File: src/design/rkbag_pkg.sv
// Package for the radix-k Bruck allgather schedule generator.
// Holds field widths, record codes and the controller/datapath command types.
// No dependencies.
`timescale 1ns / 1ps

package rkbag_pkg;

   // Field widths.
   localparam int RANK_W   = 6;
   localparam int BLK_W    = 20;
   localparam int EXT_W    = 16;
   localparam int OFF_W    = 52;
   localparam int CNT_W    = 26;
   localparam int KIND_W   = 2;
   localparam int PROD_W   = RANK_W + BLK_W;
   localparam int SCALED_W = PROD_W + EXT_W;
   localparam int DK_W     = 2 * RANK_W;

   // Parameter defaults.
   localparam int DEF_MAX_RANKS = 32;
   localparam int DEF_MAX_RADIX = 32;

   // Reset value of the element extent register.
   localparam logic [EXT_W-1:0] EXT_RESET = 16'd1;

   // Record kinds on the result channel.
   typedef enum logic [KIND_W-1:0] {
      KIND_EXCHANGE = 2'd0,
      KIND_COPY     = 2'd1,
      KIND_NOOP     = 2'd2,
      KIND_INVALID  = 2'd3
   } kind_type;

   // Which record the datapath is building.
   typedef enum logic [1:0] {
      SEL_EXCH = 2'd0,
      SEL_ROT1 = 2'd1,
      SEL_ROT2 = 2'd2,
      SEL_SPEC = 2'd3
   } rec_sel_type;

   // Commands from the controller to the datapath.
   typedef struct packed {
      logic        capture;
      logic        start;
      logic        special;
      logic        mul;
      logic        scale;
      logic        step_j;
      logic        step_phase;
      rec_sel_type sel;
   } cmd_type;

   // Status from the datapath to the controller.
   typedef struct packed {
      logic invalid;
      logic single;
      logic phase_end;
      logic last_phase;
      logic last_rec;
   } sts_type;

endpackage

File: src/design/rkbag_if.sv
// Handshake interfaces for the request, result and register write channels.
// Depends on rkbag_pkg for field widths.
`timescale 1ns / 1ps

interface rkbag_req_if;
   import rkbag_pkg::*;
   logic              valid;
   logic              ready;
   logic [RANK_W-1:0] own_rank;
   logic [RANK_W-1:0] comm_size;
   logic [RANK_W-1:0] radix;
   logic [BLK_W-1:0]  block_elements;

   modport source (output valid, own_rank, comm_size, radix, block_elements,
                   input ready);
   modport sink   (input valid, own_rank, comm_size, radix, block_elements,
                   output ready);
endinterface

interface rkbag_rsp_if;
   import rkbag_pkg::*;
   logic              valid;
   logic              ready;
   logic [KIND_W-1:0] record_kind;
   logic [RANK_W-1:0] phase_index;
   logic [RANK_W-1:0] peer_source;
   logic [RANK_W-1:0] peer_destination;
   logic [OFF_W-1:0]  source_offset;
   logic [OFF_W-1:0]  target_offset;
   logic [CNT_W-1:0]  element_count;
   logic              phase_end;
   logic              last_record;

   modport source (output valid, record_kind, phase_index, peer_source,
                   peer_destination, source_offset, target_offset,
                   element_count, phase_end, last_record,
                   input ready);
   modport sink   (input valid, record_kind, phase_index, peer_source,
                   peer_destination, source_offset, target_offset,
                   element_count, phase_end, last_record,
                   output ready);
endinterface

interface rkbag_csr_if;
   import rkbag_pkg::*;
   logic             valid;
   logic             ready;
   logic [EXT_W-1:0] data;

   modport source (output valid, data, input ready);
   modport sink   (input valid, data, output ready);
endinterface

File: src/design/radix_k_bruck_allgather_schedule.sv
// Radix-k Bruck allgather schedule generator, top level.
// An accepted request first goes to a check step. A rejected or single-rank request then gives one
// result word; otherwise each record is built by a multiply step, an extent scale step and an emit
// step, and the emit step holds until the result side is ready.
// One request is worked on at a time; requests are accepted only when idle.
// Reset (synchronous, active high) returns to idle and sets the extent to 1.
// Depends on rkbag_pkg, rkbag_if, rkbag_ctrl and rkbag_dpath.
`timescale 1ns / 1ps

module radix_k_bruck_allgather_schedule #(
   parameter int MAX_RANKS = rkbag_pkg::DEF_MAX_RANKS,
   parameter int MAX_RADIX = rkbag_pkg::DEF_MAX_RADIX
) (
   input logic         clock,
   input logic         reset,
   rkbag_req_if.sink   req_bus,
   rkbag_rsp_if.source rsp_bus,
   rkbag_csr_if.sink   csr_bus
);
   import rkbag_pkg::*;

   cmd_type cmd;
   sts_type sts;

   // Register writes are taken at any time.
   assign csr_bus.ready = 1'b1;

   rkbag_ctrl u_ctrl (
      .clock     (clock),
      .reset     (reset),
      .req_valid (req_bus.valid),
      .req_ready (req_bus.ready),
      .rsp_valid (rsp_bus.valid),
      .rsp_ready (rsp_bus.ready),
      .sts       (sts),
      .cmd       (cmd)
   );

   rkbag_dpath #(
      .MAX_RANKS (MAX_RANKS),
      .MAX_RADIX (MAX_RADIX)
   ) u_dpath (
      .clock                (clock),
      .reset                (reset),
      .cmd                  (cmd),
      .sts                  (sts),
      .csr_write            (csr_bus.valid),
      .csr_data             (csr_bus.data),
      .req_own_rank         (req_bus.own_rank),
      .req_comm_size        (req_bus.comm_size),
      .req_radix            (req_bus.radix),
      .req_block_elements   (req_bus.block_elements),
      .rsp_record_kind      (rsp_bus.record_kind),
      .rsp_phase_index      (rsp_bus.phase_index),
      .rsp_peer_source      (rsp_bus.peer_source),
      .rsp_peer_destination (rsp_bus.peer_destination),
      .rsp_source_offset    (rsp_bus.source_offset),
      .rsp_target_offset    (rsp_bus.target_offset),
      .rsp_element_count    (rsp_bus.element_count),
      .rsp_phase_end        (rsp_bus.phase_end),
      .rsp_last_record      (rsp_bus.last_record)
   );

endmodule

File: src/design/rkbag_ctrl.sv
// Controller state machine of the Bruck allgather schedule generator.
// Depends on rkbag_pkg; drives rkbag_dpath through cmd_type and sts_type.
`timescale 1ns / 1ps

module rkbag_ctrl (
   input  logic               clock,
   input  logic               reset,
   input  logic               req_valid,
   output logic               req_ready,
   output logic               rsp_valid,
   input  logic               rsp_ready,
   input  rkbag_pkg::sts_type sts,
   output rkbag_pkg::cmd_type cmd
);
   import rkbag_pkg::*;

   typedef enum logic [4:0] {
      ST_IDLE  = 5'b00001,
      ST_CHECK = 5'b00010,
      ST_MUL   = 5'b00100,
      ST_SCALE = 5'b01000,
      ST_EMIT  = 5'b10000
   } state_type;

   state_type   state_ff, state_in;
   rec_sel_type sel_ff, sel_in;
   logic        rsp_fire;

   assign req_ready = (state_ff == ST_IDLE);
   assign rsp_valid = (state_ff == ST_EMIT);
   assign rsp_fire  = rsp_valid && rsp_ready;

   // Next state and command decode.
   always_comb begin
      state_in       = state_ff;
      sel_in         = sel_ff;
      cmd            = '0;
      cmd.sel        = sel_ff;
      cmd.capture    = req_valid && req_ready;
      case (state_ff)
         ST_IDLE: begin
            if (req_valid) state_in = ST_CHECK;
         end
         ST_CHECK: begin
            if (sts.invalid || sts.single) begin
               cmd.special = 1'b1;
               sel_in      = SEL_SPEC;
               state_in    = ST_EMIT;
            end else begin
               cmd.start = 1'b1;
               sel_in    = SEL_EXCH;
               state_in  = ST_MUL;
            end
         end
         ST_MUL: begin
            cmd.mul  = 1'b1;
            state_in = ST_SCALE;
         end
         ST_SCALE: begin
            cmd.scale = 1'b1;
            state_in  = ST_EMIT;
         end
         ST_EMIT: begin
            if (rsp_ready) begin
               if (sts.last_rec) begin
                  state_in = ST_IDLE;
               end else begin
                  state_in = ST_MUL;
                  case (sel_ff)
                     SEL_EXCH: begin
                        if (!sts.phase_end) begin
                           cmd.step_j = 1'b1;
                        end else if (sts.last_phase) begin
                           sel_in = SEL_ROT1;
                        end else begin
                           cmd.step_phase = 1'b1;
                        end
                     end
                     SEL_ROT1: sel_in = SEL_ROT2;
                     default:  state_in = ST_IDLE;
                  endcase
               end
            end
         end
         default: state_in = ST_IDLE;
      endcase
   end

   // State registers.
   always_ff @(posedge clock) begin
      if (reset) begin
         state_ff <= ST_IDLE;
         sel_ff   <= SEL_EXCH;
      end else begin
         state_ff <= state_in;
         sel_ff   <= sel_in;
      end
   end

`ifndef SYNTHESIS
   a_no_req_while_rsp: assert property (@(posedge clock) disable iff (reset)
      req_ready |-> !rsp_valid)
      else $error("request taken while a result word is pending");

   a_accept_to_check: assert property (@(posedge clock) disable iff (reset)
      (req_valid && req_ready) |=> (state_ff == ST_CHECK))
      else $error("accepted request did not go to the check step");

   a_last_to_idle: assert property (@(posedge clock) disable iff (reset)
      (rsp_fire && sts.last_rec) |=> req_ready)
      else $error("block not idle after the final record");

   a_more_records: assert property (@(posedge clock) disable iff (reset)
      (rsp_fire && !sts.last_rec) |=> (state_ff == ST_MUL))
      else $error("schedule stopped before its final record");
`endif

endmodule

File: src/design/rkbag_dpath.sv
// Datapath of the Bruck allgather schedule generator: request registers,
// phase/step counters, count and offset multipliers and the result register.
// Depends on rkbag_pkg; controlled by rkbag_ctrl.
`timescale 1ns / 1ps

module rkbag_dpath #(
   parameter int MAX_RANKS = rkbag_pkg::DEF_MAX_RANKS,
   parameter int MAX_RADIX = rkbag_pkg::DEF_MAX_RADIX
) (
   input  logic                         clock,
   input  logic                         reset,
   input  rkbag_pkg::cmd_type           cmd,
   output rkbag_pkg::sts_type           sts,
   input  logic                         csr_write,
   input  logic [rkbag_pkg::EXT_W-1:0]  csr_data,
   input  logic [rkbag_pkg::RANK_W-1:0] req_own_rank,
   input  logic [rkbag_pkg::RANK_W-1:0] req_comm_size,
   input  logic [rkbag_pkg::RANK_W-1:0] req_radix,
   input  logic [rkbag_pkg::BLK_W-1:0]  req_block_elements,
   output logic [rkbag_pkg::KIND_W-1:0] rsp_record_kind,
   output logic [rkbag_pkg::RANK_W-1:0] rsp_phase_index,
   output logic [rkbag_pkg::RANK_W-1:0] rsp_peer_source,
   output logic [rkbag_pkg::RANK_W-1:0] rsp_peer_destination,
   output logic [rkbag_pkg::OFF_W-1:0]  rsp_source_offset,
   output logic [rkbag_pkg::OFF_W-1:0]  rsp_target_offset,
   output logic [rkbag_pkg::CNT_W-1:0]  rsp_element_count,
   output logic                         rsp_phase_end,
   output logic                         rsp_last_record
);
   import rkbag_pkg::*;

   localparam logic [RANK_W-1:0] MAX_RANKS_V = RANK_W'(MAX_RANKS);
   localparam logic [RANK_W-1:0] MAX_RADIX_V = RANK_W'(MAX_RADIX);
   localparam logic [RANK_W-1:0] ONE         = RANK_W'(1);
   localparam logic [RANK_W-1:0] TWO         = RANK_W'(2);

   // Request and configuration registers.
   logic [RANK_W-1:0] rank_ff, size_ff, k_ff;
   logic [BLK_W-1:0]  blk_ff;
   logic [EXT_W-1:0]  ext_ff;

   // Schedule counters: distance, step, offset, phase and distance times radix.
   logic [RANK_W-1:0] delta_ff, j_ff, off_ff, phase_ff;
   logic [DK_W-1:0]   dk_ff;

   // Product registers.
   logic [PROD_W-1:0] offblk_ff, full_ff, left_ff;

   // Result register.
   logic [KIND_W-1:0] kind_ff;
   logic [RANK_W-1:0] ph_ff, src_ff, dst_ff;
   logic [OFF_W-1:0]  soff_ff, toff_ff;
   logic [CNT_W-1:0]  cnt_ff;
   logic              pend_ff, last_ff;

   logic [RANK_W:0]     nxt_off, rank_plus_off, rank_size_off;
   logic [RANK_W-1:0]   size_m_rank, size_m_off, mul_a, mul_b, src_c, dst_c;
   logic                pow_k, shorten;
   logic [SCALED_W-1:0] scaled;
   logic [CNT_W-1:0]    exch_cnt;

   // Status toward the controller.
   assign nxt_off         = {1'b0, off_ff} + {1'b0, delta_ff};
   assign sts.invalid     = (size_ff == '0) || (size_ff > MAX_RANKS_V) || (k_ff < TWO)
                            || (k_ff > MAX_RADIX_V) || (rank_ff >= size_ff);
   assign sts.single      = (size_ff == ONE);
   assign sts.phase_end   = (nxt_off >= {1'b0, size_ff}) || (j_ff == k_ff - ONE);
   assign sts.last_phase  = (dk_ff >= DK_W'(size_ff));
   assign sts.last_rec    = (cmd.sel == SEL_SPEC) || (cmd.sel == SEL_ROT2)
                            || ((cmd.sel == SEL_EXCH) && sts.phase_end
                                && sts.last_phase && (rank_ff == '0));

   // Peers, operand selection and the shortened count of the last phase.
   always_comb begin
      size_m_rank   = size_ff - rank_ff;
      size_m_off    = size_ff - off_ff;
      pow_k         = (dk_ff == DK_W'(size_ff));
      rank_plus_off = {1'b0, rank_ff} + {1'b0, off_ff};
      rank_size_off = {1'b0, rank_ff} + {1'b0, size_ff} - {1'b0, off_ff};
      src_c = (rank_plus_off >= {1'b0, size_ff}) ?
              RANK_W'(rank_plus_off - {1'b0, size_ff}) : rank_plus_off[RANK_W-1:0];
      dst_c = (rank_ff >= off_ff) ? (rank_ff - off_ff) : rank_size_off[RANK_W-1:0];
      case (cmd.sel)
         SEL_ROT1: begin
            mul_a = size_m_rank;
            mul_b = rank_ff;
         end
         SEL_ROT2: begin
            mul_a = rank_ff;
            mul_b = size_m_rank;
         end
         default: begin
            mul_a = off_ff;
            mul_b = delta_ff;
         end
      endcase
      shorten  = sts.last_phase && !pow_k
                 && ((j_ff == k_ff - ONE) || (left_ff < full_ff));
      exch_cnt = shorten ? left_ff : full_ff;
      scaled   = SCALED_W'(offblk_ff) * SCALED_W'(ext_ff);
   end

   // Element extent register.
   always_ff @(posedge clock) begin
      if (reset) begin
         ext_ff <= EXT_RESET;
      end else if (csr_write) begin
         ext_ff <= csr_data;
      end
   end

   // Request capture and schedule counters.
   always_ff @(posedge clock) begin
      if (cmd.capture) begin
         rank_ff <= req_own_rank;
         size_ff <= req_comm_size;
         k_ff    <= req_radix;
         blk_ff  <= req_block_elements;
      end
      if (cmd.start) begin
         delta_ff <= ONE;
         off_ff   <= ONE;
         j_ff     <= ONE;
         phase_ff <= '0;
         dk_ff    <= DK_W'(k_ff);
      end else if (cmd.step_j) begin
         j_ff   <= j_ff + ONE;
         off_ff <= nxt_off[RANK_W-1:0];
      end else if (cmd.step_phase) begin
         delta_ff <= dk_ff[RANK_W-1:0];
         off_ff   <= dk_ff[RANK_W-1:0];
         j_ff     <= ONE;
         phase_ff <= phase_ff + ONE;
         dk_ff    <= DK_W'(dk_ff[RANK_W-1:0]) * DK_W'(k_ff);
      end
   end

   // Element products of the current record.
   always_ff @(posedge clock) begin
      if (cmd.mul) begin
         offblk_ff <= PROD_W'(mul_a) * PROD_W'(blk_ff);
         full_ff   <= PROD_W'(mul_b) * PROD_W'(blk_ff);
         left_ff   <= PROD_W'(size_m_off) * PROD_W'(blk_ff);
      end
   end

   // Result register: special records or scaled exchange and copy records.
   always_ff @(posedge clock) begin
      if (cmd.special) begin
         kind_ff <= sts.invalid ? KIND_INVALID : KIND_NOOP;
         ph_ff   <= '0;
         src_ff  <= '0;
         dst_ff  <= '0;
         soff_ff <= '0;
         toff_ff <= '0;
         cnt_ff  <= '0;
         pend_ff <= 1'b0;
         last_ff <= 1'b1;
      end else if (cmd.scale) begin
         last_ff <= sts.last_rec;
         case (cmd.sel)
            SEL_EXCH: begin
               kind_ff <= KIND_EXCHANGE;
               ph_ff   <= phase_ff;
               src_ff  <= src_c;
               dst_ff  <= dst_c;
               soff_ff <= '0;
               toff_ff <= OFF_W'(scaled);
               cnt_ff  <= exch_cnt;
               pend_ff <= sts.phase_end;
            end
            SEL_ROT1: begin
               kind_ff <= KIND_COPY;
               ph_ff   <= '0;
               src_ff  <= '0;
               dst_ff  <= '0;
               soff_ff <= OFF_W'(scaled);
               toff_ff <= '0;
               cnt_ff  <= full_ff;
               pend_ff <= 1'b0;
            end
            default: begin
               kind_ff <= KIND_COPY;
               ph_ff   <= '0;
               src_ff  <= '0;
               dst_ff  <= '0;
               soff_ff <= '0;
               toff_ff <= OFF_W'(scaled);
               cnt_ff  <= full_ff;
               pend_ff <= 1'b0;
            end
         endcase
      end
   end

   assign rsp_record_kind      = kind_ff;
   assign rsp_phase_index      = ph_ff;
   assign rsp_peer_source      = src_ff;
   assign rsp_peer_destination = dst_ff;
   assign rsp_source_offset    = soff_ff;
   assign rsp_target_offset    = toff_ff;
   assign rsp_element_count    = cnt_ff;
   assign rsp_phase_end        = pend_ff;
   assign rsp_last_record      = last_ff;

endmodule
File: src/flat_wrapper.sv
// flat-port wrapper written by rule: the top's interface ports become plain ports
module radix_k_bruck_allgather_schedule_flat import rkbag_pkg::*;
#(
   parameter int MAX_RANKS = rkbag_pkg::DEF_MAX_RANKS,
   parameter int MAX_RADIX = rkbag_pkg::DEF_MAX_RADIX
)
  (clock, reset, req_bus_valid, req_bus_own_rank, req_bus_comm_size, req_bus_radix, req_bus_block_elements, req_bus_ready, rsp_bus_valid, rsp_bus_record_kind, rsp_bus_phase_index, rsp_bus_peer_source, rsp_bus_peer_destination, rsp_bus_source_offset, rsp_bus_target_offset, rsp_bus_element_count, rsp_bus_phase_end, rsp_bus_last_record, rsp_bus_ready, csr_bus_valid, csr_bus_data, csr_bus_ready);
  rkbag_req_if req_bus_i ();
  rkbag_rsp_if rsp_bus_i ();
  rkbag_csr_if csr_bus_i ();
  input logic clock;
  input logic reset;
  input wire logic [$bits(req_bus_i.valid)-1:0] req_bus_valid;
  input wire logic [$bits(req_bus_i.own_rank)-1:0] req_bus_own_rank;
  input wire logic [$bits(req_bus_i.comm_size)-1:0] req_bus_comm_size;
  input wire logic [$bits(req_bus_i.radix)-1:0] req_bus_radix;
  input wire logic [$bits(req_bus_i.block_elements)-1:0] req_bus_block_elements;
  output wire logic [$bits(req_bus_i.ready)-1:0] req_bus_ready;
  output wire logic [$bits(rsp_bus_i.valid)-1:0] rsp_bus_valid;
  output wire logic [$bits(rsp_bus_i.record_kind)-1:0] rsp_bus_record_kind;
  output wire logic [$bits(rsp_bus_i.phase_index)-1:0] rsp_bus_phase_index;
  output wire logic [$bits(rsp_bus_i.peer_source)-1:0] rsp_bus_peer_source;
  output wire logic [$bits(rsp_bus_i.peer_destination)-1:0] rsp_bus_peer_destination;
  output wire logic [$bits(rsp_bus_i.source_offset)-1:0] rsp_bus_source_offset;
  output wire logic [$bits(rsp_bus_i.target_offset)-1:0] rsp_bus_target_offset;
  output wire logic [$bits(rsp_bus_i.element_count)-1:0] rsp_bus_element_count;
  output wire logic [$bits(rsp_bus_i.phase_end)-1:0] rsp_bus_phase_end;
  output wire logic [$bits(rsp_bus_i.last_record)-1:0] rsp_bus_last_record;
  input wire logic [$bits(rsp_bus_i.ready)-1:0] rsp_bus_ready;
  input wire logic [$bits(csr_bus_i.valid)-1:0] csr_bus_valid;
  input wire logic [$bits(csr_bus_i.data)-1:0] csr_bus_data;
  output wire logic [$bits(csr_bus_i.ready)-1:0] csr_bus_ready;
  assign req_bus_i.valid = req_bus_valid;
  assign req_bus_i.own_rank = req_bus_own_rank;
  assign req_bus_i.comm_size = req_bus_comm_size;
  assign req_bus_i.radix = req_bus_radix;
  assign req_bus_i.block_elements = req_bus_block_elements;
  assign req_bus_ready = req_bus_i.ready;
  assign rsp_bus_valid = rsp_bus_i.valid;
  assign rsp_bus_record_kind = rsp_bus_i.record_kind;
  assign rsp_bus_phase_index = rsp_bus_i.phase_index;
  assign rsp_bus_peer_source = rsp_bus_i.peer_source;
  assign rsp_bus_peer_destination = rsp_bus_i.peer_destination;
  assign rsp_bus_source_offset = rsp_bus_i.source_offset;
  assign rsp_bus_target_offset = rsp_bus_i.target_offset;
  assign rsp_bus_element_count = rsp_bus_i.element_count;
  assign rsp_bus_phase_end = rsp_bus_i.phase_end;
  assign rsp_bus_last_record = rsp_bus_i.last_record;
  assign rsp_bus_i.ready = rsp_bus_ready;
  assign csr_bus_i.valid = csr_bus_valid;
  assign csr_bus_i.data = csr_bus_data;
  assign csr_bus_ready = csr_bus_i.ready;
  radix_k_bruck_allgather_schedule #(.MAX_RANKS(MAX_RANKS), .MAX_RADIX(MAX_RADIX)) u_core (.clock(clock), .reset(reset), .req_bus(req_bus_i), .rsp_bus(rsp_bus_i), .csr_bus(csr_bus_i));
endmodule
File: config.mk
export PLATFORM = sky130hd
export DESIGN_NAME = radix_k_bruck_allgather_schedule_flat
export DESIGN_NICKNAME = d
export VERILOG_FILES = /design/src/design/rkbag_pkg.sv /design/src/design/rkbag_if.sv /design/src/design/radix_k_bruck_allgather_schedule.sv /design/src/design/rkbag_ctrl.sv /design/src/design/rkbag_dpath.sv /design/src/flat_wrapper.sv
export SDC_FILE = /design/constraint.sdc
export NUM_CORES = 2
export LEC_CHECK = 0
export CORE_ASPECT_RATIO = 1.2
export CORE_UTILIZATION = 55
export CTS_BUF_LIST = sky130_fd_sc_hd__clkbuf_2
export CTS_CLUSTER_DIAMETER = 50
export DETAILED_ROUTE_END_ITERATION = 8
export DONT_BUFFER_PORTS = 1
export PLACE_DENSITY = 0.72
export SLEW_MARGIN = 20
export SYNTH_ARGS = -nofsm -noshare
export SYNTH_HDL_FRONTEND = slang
export SYNTH_SLANG_ARGS = --single-unit
File: constraint.sdc
create_clock -name clock -period 18.95 [get_ports clock]
set_input_delay 3.79 -clock clock [delete_from_list [all_inputs] [get_ports clock]]
set_output_delay 3.79 -clock clock [all_outputs]
set_load 0.02 [all_outputs]
; ---- Word level (Yosys, flattened, before mapping)
; Index checks and enable logic that the tools add are counted.
[op_classes]
addsub = 11
n_mul = 5
order_cmp = 9
n_eq_ne = 18
n_mux = 48
bitwise = 1
reduce_logical = 28
[op_table]
columns = op, n
row1 = 2-to-1 mux 42 bit, 2
row2 = multiplier 6 x 20 -> 26 bit, 3
row3 = 2-to-1 mux 6 bit, 12
row4 = 2-to-1 mux 26 bit, 2
row5 = multiplier 26 x 16 -> 42 bit, 1
row6 = subtractor 6 bit, 5
row7 = less-than comparator 26 bit, 1
row8 = one-hot mux 5 bit (5 select lines), 1
row9 = 2-to-1 mux 2 bit, 12
row10 = one-hot mux 6 bit (2 select lines), 2
row11 = 2-to-1 mux 5 bit, 3
row12 = adder 6 x 6 -> 7 bit, 2
row13 = >= comparator 7 x 6 -> 1 bit, 2
row14 = "adder 6 x 1 -> 6 bit, second input constant", 2
row15 = equality test 12 x 6 -> 1 bit, 1
row16 = >= comparator 12 x 6 -> 1 bit, 1
row17 = >= comparator 6 bit, 2
row18 = "greater-than comparator 6 bit, second input constant", 2
row19 = zero test 6 bit, 2
row20 = multiplier 6 x 6 -> 12 bit, 1
row21 = 2-to-1 mux 1 bit, 10
row22 = logical OR 1 bit, 9
row23 = one-hot mux 2 bit (2 select lines), 2
row24 = nonzero test 2 bit, 4
row25 = 24 further kinds, 36
[totals]
register_bits = 327
in_bits = 59
output_inout_bits = 155
elab_cells = 145

; ---- Depth between registers and ports, before layout
[logic_depth]
depth_word = 13
mapped_depth = 27
mapped_depth_nobuf = 26

; ---- By module
; Synthesis repeated with hierarchy kept, for this count alone.
[hier_totals]
cells_unflattened = 4286
hier_area_um2 = 39207.6
[modules_own_cells]
columns = module, n_inst, cells_per_inst, area_each_um2, seq_area_each_um2
row1 = rkbag_dpath, 1, 4219, 38694.6, 7247.0
row2 = rkbag_ctrl, 1, 65, 501.7, 140.1
row3 = radix_k_bruck_allgather_schedule, 1, 2, 11.3, 0.0

; ---- Least setup slack after synthesis
; No wires, ideal clock.
[synth_timing]
path_kind = reg2reg
startpoint = register u_core.u_dpath.ext_ff[1]
endpoint = register u_core.u_dpath.toff_ff[40], in the netlist u_core.u_dpath.rsp_target_offset[40]
setup_ps = 117
arrival_ps = 6131
required_ps = 18833
slack_ps = 12702
stages_incl_launch_ff = 26
n_path_buf = 3
synth_period_minus_slack_ps = 6248
path_cell_list = dfxtp_1 -> clkbuf_1 -> clkbuf_1 -> nand2_1 -> fa_1 -> inv_1 -> fa_1 -> inv_1 -> fa_1 -> inv_1 -> fa_1 -> fa_1 -> inv_1 -> fa_1 -> inv_1 -> ha_1 -> clkbuf_1 -> a21o_1 -> a21o_1 -> a221oi_1 -> o211ai_1 -> a21oi_1 -> o31ai_1 -> a221oi_1 -> xnor2_1 -> a22o_1
[synth_between]
elab_chain_len = 2
[synth_rtl]
columns = element, line
row1 = "start, declared", rkbag_dpath.sv:40  ; logic [EXT_W-1:0] ext_ff;
row2 = "start signal, assigned", rkbag_dpath.sv:108  ; ext_ff <= csr_data;
row3 = multiplier 26 x 16 -> 42 bit, rkbag_dpath.sv:100  ; scaled = SCALED_W'(offblk_ff) * SCALED_W'(ext_ff);
row4 = 2-to-1 mux 42 bit, rkbag_dpath.sv:161  ; case (cmd.sel)
row5 = "end signal, assigned", rkbag_dpath.sv:168  ; toff_ff <= OFF_W'(scaled);
row6 = "end signal, assigned", rkbag_dpath.sv:188  ; toff_ff <= OFF_W'(scaled);
row7 = "end, declared", rkbag_dpath.sv:52  ; logic [OFF_W-1:0] soff_ff, toff_ff;
; No other way between the ends.
; A chain may end at the register's enable or synchronous reset.

; ---- Worst setup path after layout
[layout_timing]
startpoint = register u_core.u_dpath.ext_ff[1]
endpoint = register u_core.u_dpath.toff_ff[35], in the netlist u_core.u_dpath.rsp_target_offset[35]
; Same word-level chain as after synthesis.

==> metrics.txt <==
status complete, no violations; Avg Inst Size Synth 9.238 µm²; GRT Total Usage 27.08%; Lkg Pwr 18.62 nW; CTS tree done; worst-path fanout max 27; grt ovf 0; detailed-route wire length ~93000 µm; R2R depth 19; Final Max Slew Viols 0; Hold Crit Depth 2; VDD IR max 0.1522 mV; die height 290.3 µm; Syn Std Cell Area around 0.038 mm²; drt initial violations 1460; Power Dens Cells between 100 and 150 mW/mm²; H-tree Lvls 3; EDFF count, synth about 120; vias in the first global route 29240; post-layout min period 7.172 ns; register area approximately 0.0074 mm²; startpoint types register; Synth Instances between 4000 and 5000; Final TNS setup 0 ns; Non-Filler Instances 5025; maximum capacitance violations 0; Hold WC Path Type register to register; clk slew on worst S/H paths approximately 0.1 ns; routed vias/inst 5.543; top post-synthesis cells by area fa_1, ha_1, edfxtp_1; Detail Placement HPWL 71750 µm; multi-input logic area 0.02718 mm²; antenna violations before repair 5; Clock Latency Late Sink 1.20 ns; Setup violations, final 0; flops & latches, synth 307; DR DRC count 0; pin count of the biggest net entering global routing 106; Vias 27850; DRT antenna net count 0; IO Port Bufs 0; Die Wd 242.2 µm; met3 WL 4722 µm; Seq/Total Area, Yosys roughly a fifth; met2 wire length 48140 µm; Worst-Margin Slew around 1.2 ns; M1 WL 35910 µm; Rel. slew slack between 20% and 30%; RSZ-0062 raised after global routing false; cell count after placement between 4000 and 5000; Site Rows 105; distinct cell type count of the synthesized netlist 82; total core area 0.06845 mm²; fin nets 5007; Hold-fix buffers, CTS 0; Final Hold Viols 0; Clock Skew around 0.14 ns; Synth Flop Type dfxtp_1; Tot Pwr between 3 and 4 mW; Root Buffer clkbuf_2; GPL Wtd Cong 0.9748; post-synth top area share 30.54%; async set or reset register ratio after synthesis 0%; CP arrival 8.23 ns; Max Fclk 0.1394 GHz; CP endpoint kind register; Fillers 6021; initial core utilization 55.65%; Final period util 37.85%; YS warnings 0; Resized cells post-CTS 0; clk buf depth 3; DRT Pass-1 Iters 5; final core area utilization between 50 and 60%; first-pass GRT wire length 152000 µm; clk sinks just over 300; area grow syn2layout 3.761%; cell taking the most area after synthesis fa_1; layout cell share with drive strength beyond 1 about 4.7%; top layer in use met5; Wirelength per Cell 18.48 µm; Crit Path Category register to register; Setup Buffers After CTS 0; CTS buffer count between 80 and 90; Die Footprint roughly 0.07 mm²; WP data required 20.01 ns; IO Pins between 200 and 250
## final timing paths
path	startpoint	to	slack, ns
worst max-delay path	u_core.u_dpath.ext_ff[1]	u_core.u_dpath.rsp_target_offset[35]	11.78
worst min register to register	u_core.u_dpath.dk_ff[9]	u_core.u_dpath.dk_ff[9]	0.47
worst max register to register	u_core.u_dpath.ext_ff[1]	u_core.u_dpath.rsp_target_offset[35]	11.78
worst min-delay path	u_core.u_dpath.dk_ff[9]	u_core.u_dpath.dk_ff[9]	0.47
## cell type report
class / instances / area share, %
tap: 909 / 2.878
antenna: 6 / 0.03799
inverter: 718 / 6.819
clock buffer: 108 / 1.368
timing repair buffer: 40 / 0.7693
sequential: 307 / 18.70
multi-input combinational: 2898 / 68.78
clock inverter: 39 / 0.6553
## power by group
part	internal [mW]	total (mW)	switching (mW)
Clock	0.202	0.512	0.309
Sequential	0.768	0.817	0.0482
Combinational	1.03	2.65	1.62
Total	2.00	3.98	1.98
## kinds of logic (layout without fill, tap and decap cells)
logic type | count (synthesis) | count (layout) | share of synthesized area [%]
muxes | 59 | 59 | 1.573
buffers and inverters | 937 | 905 | 9.576
other | 2 | 27 | 0.01972
DFF | 307 | 307 | 19.39
xor gates and xnor gates | 148 | 148 | 3.403
and+or+nand+nor | 1206 | 1206 | 15.14
adders and majority gates | 901 | 901 | 41.05
AOI/OAI and AO/OA | 563 | 563 | 9.848
## stage by stage
step                      setup WS (ns)  instance area (µm²)  hold slack (ns)
after global placement            12.03                38690           0.4490
after CTS                         11.93                39500           0.4780
after detailed placement          11.94                38700           0.4635
after global routing              11.56                39510           0.5060
final                             11.78                39520           0.4721
after floorplan                   12.70                38160           0.4323
## worst max-delay path, stage by stage, from the launching register on
cell and delay [ns]:
dfxtp_1 1.12, nand2_1 0.19, fa_1 0.56, fa_1 0.51
fa_1 0.52, inv_1 0.06, fa_1 0.49, fa_1 0.50
inv_1 0.05, fa_1 0.48, inv_1 0.05, ha_1 0.40
a21oi_1 0.33, nand4b_1 0.15, a311oi_1 0.37, o21ai_1 0.21
a21oi_1 0.47, o21ai_0 0.20, xor2_1 0.19, a22o_1 0.21
## layer usage
layer	vias up	global-route usage [%]
li1	12850	-
met1	14000	31.82
met2	752	48.09
met3	256	4.469
met4	4	12.75
met5	-	0
## cell usage after synthesis, types with 7 or more instances
cell type	n
clkbuf_1	161
nor3_1	20
a31oi_1	16
xnor2_1	104
a211oi_1	11
inv_1	716
ha_1	320
nand3_1	14
a21o_1	84
o21a_1	15
nand4_1	22
o21bai_1	18
nand2b_1	28
a22o_1	77
and2_1	226
xor2_1	44
o211ai_1	13
edfxtp_1	124
a21oi_1	148
o31ai_1	7
o21ai_0	69
buf_1	10
dfxtp_1	183
buf_4	23
a221o_1	7
buf_2	23
nor2_1	106
o21ai_1	50
nand2_1	613
mux2i_1	52
nor2b_1	119
fa_1	581
and3_1	15
## sequential cells by signal, indices dropped and copies added, names as in the netlist, 12 cells and up
name	flops
u_core.u_dpath.full_ff	26
u_core.u_dpath.ext_ff	16
u_core.u_dpath.offblk_ff	26
u_core.u_dpath.rsp_element_count	26
u_core.u_dpath.blk_ff	20
u_core.u_dpath.left_ff	26
u_core.u_dpath.rsp_source_offset	42
u_core.u_dpath.rsp_target_offset	42
u_core.u_dpath.dk_ff	12
## cell usage in the layout (no fill, tap or decap), types with 7 or more instances in the layout
cell        n
nor3_1     20
xor2_1     44
a31oi_1    16
conb_1     21
nand2b_1   28
a21o_1     84
mux2i_1    52
inv_1     716
nor2_1    103
xnor2_1   104
a211oi_1   10
o21ai_1    56
a221o_1     7
clkbuf_2  108
clkinv_2    8
buf_4      39
ha_1      320
o211ai_1   13
o21ai_0    63
o21bai_1   18
a21oi_1   148
nor2b_1   119
and3_1     15
nand3_1    14
dfxtp_1   181
nand4_1    22
clkinv_1   23
fa_1      581
o21a_1     15
and2_1    225
nand2_1   613
edfxtp_1  124
a22o_1     77
(Power assumes the default switching activity.)
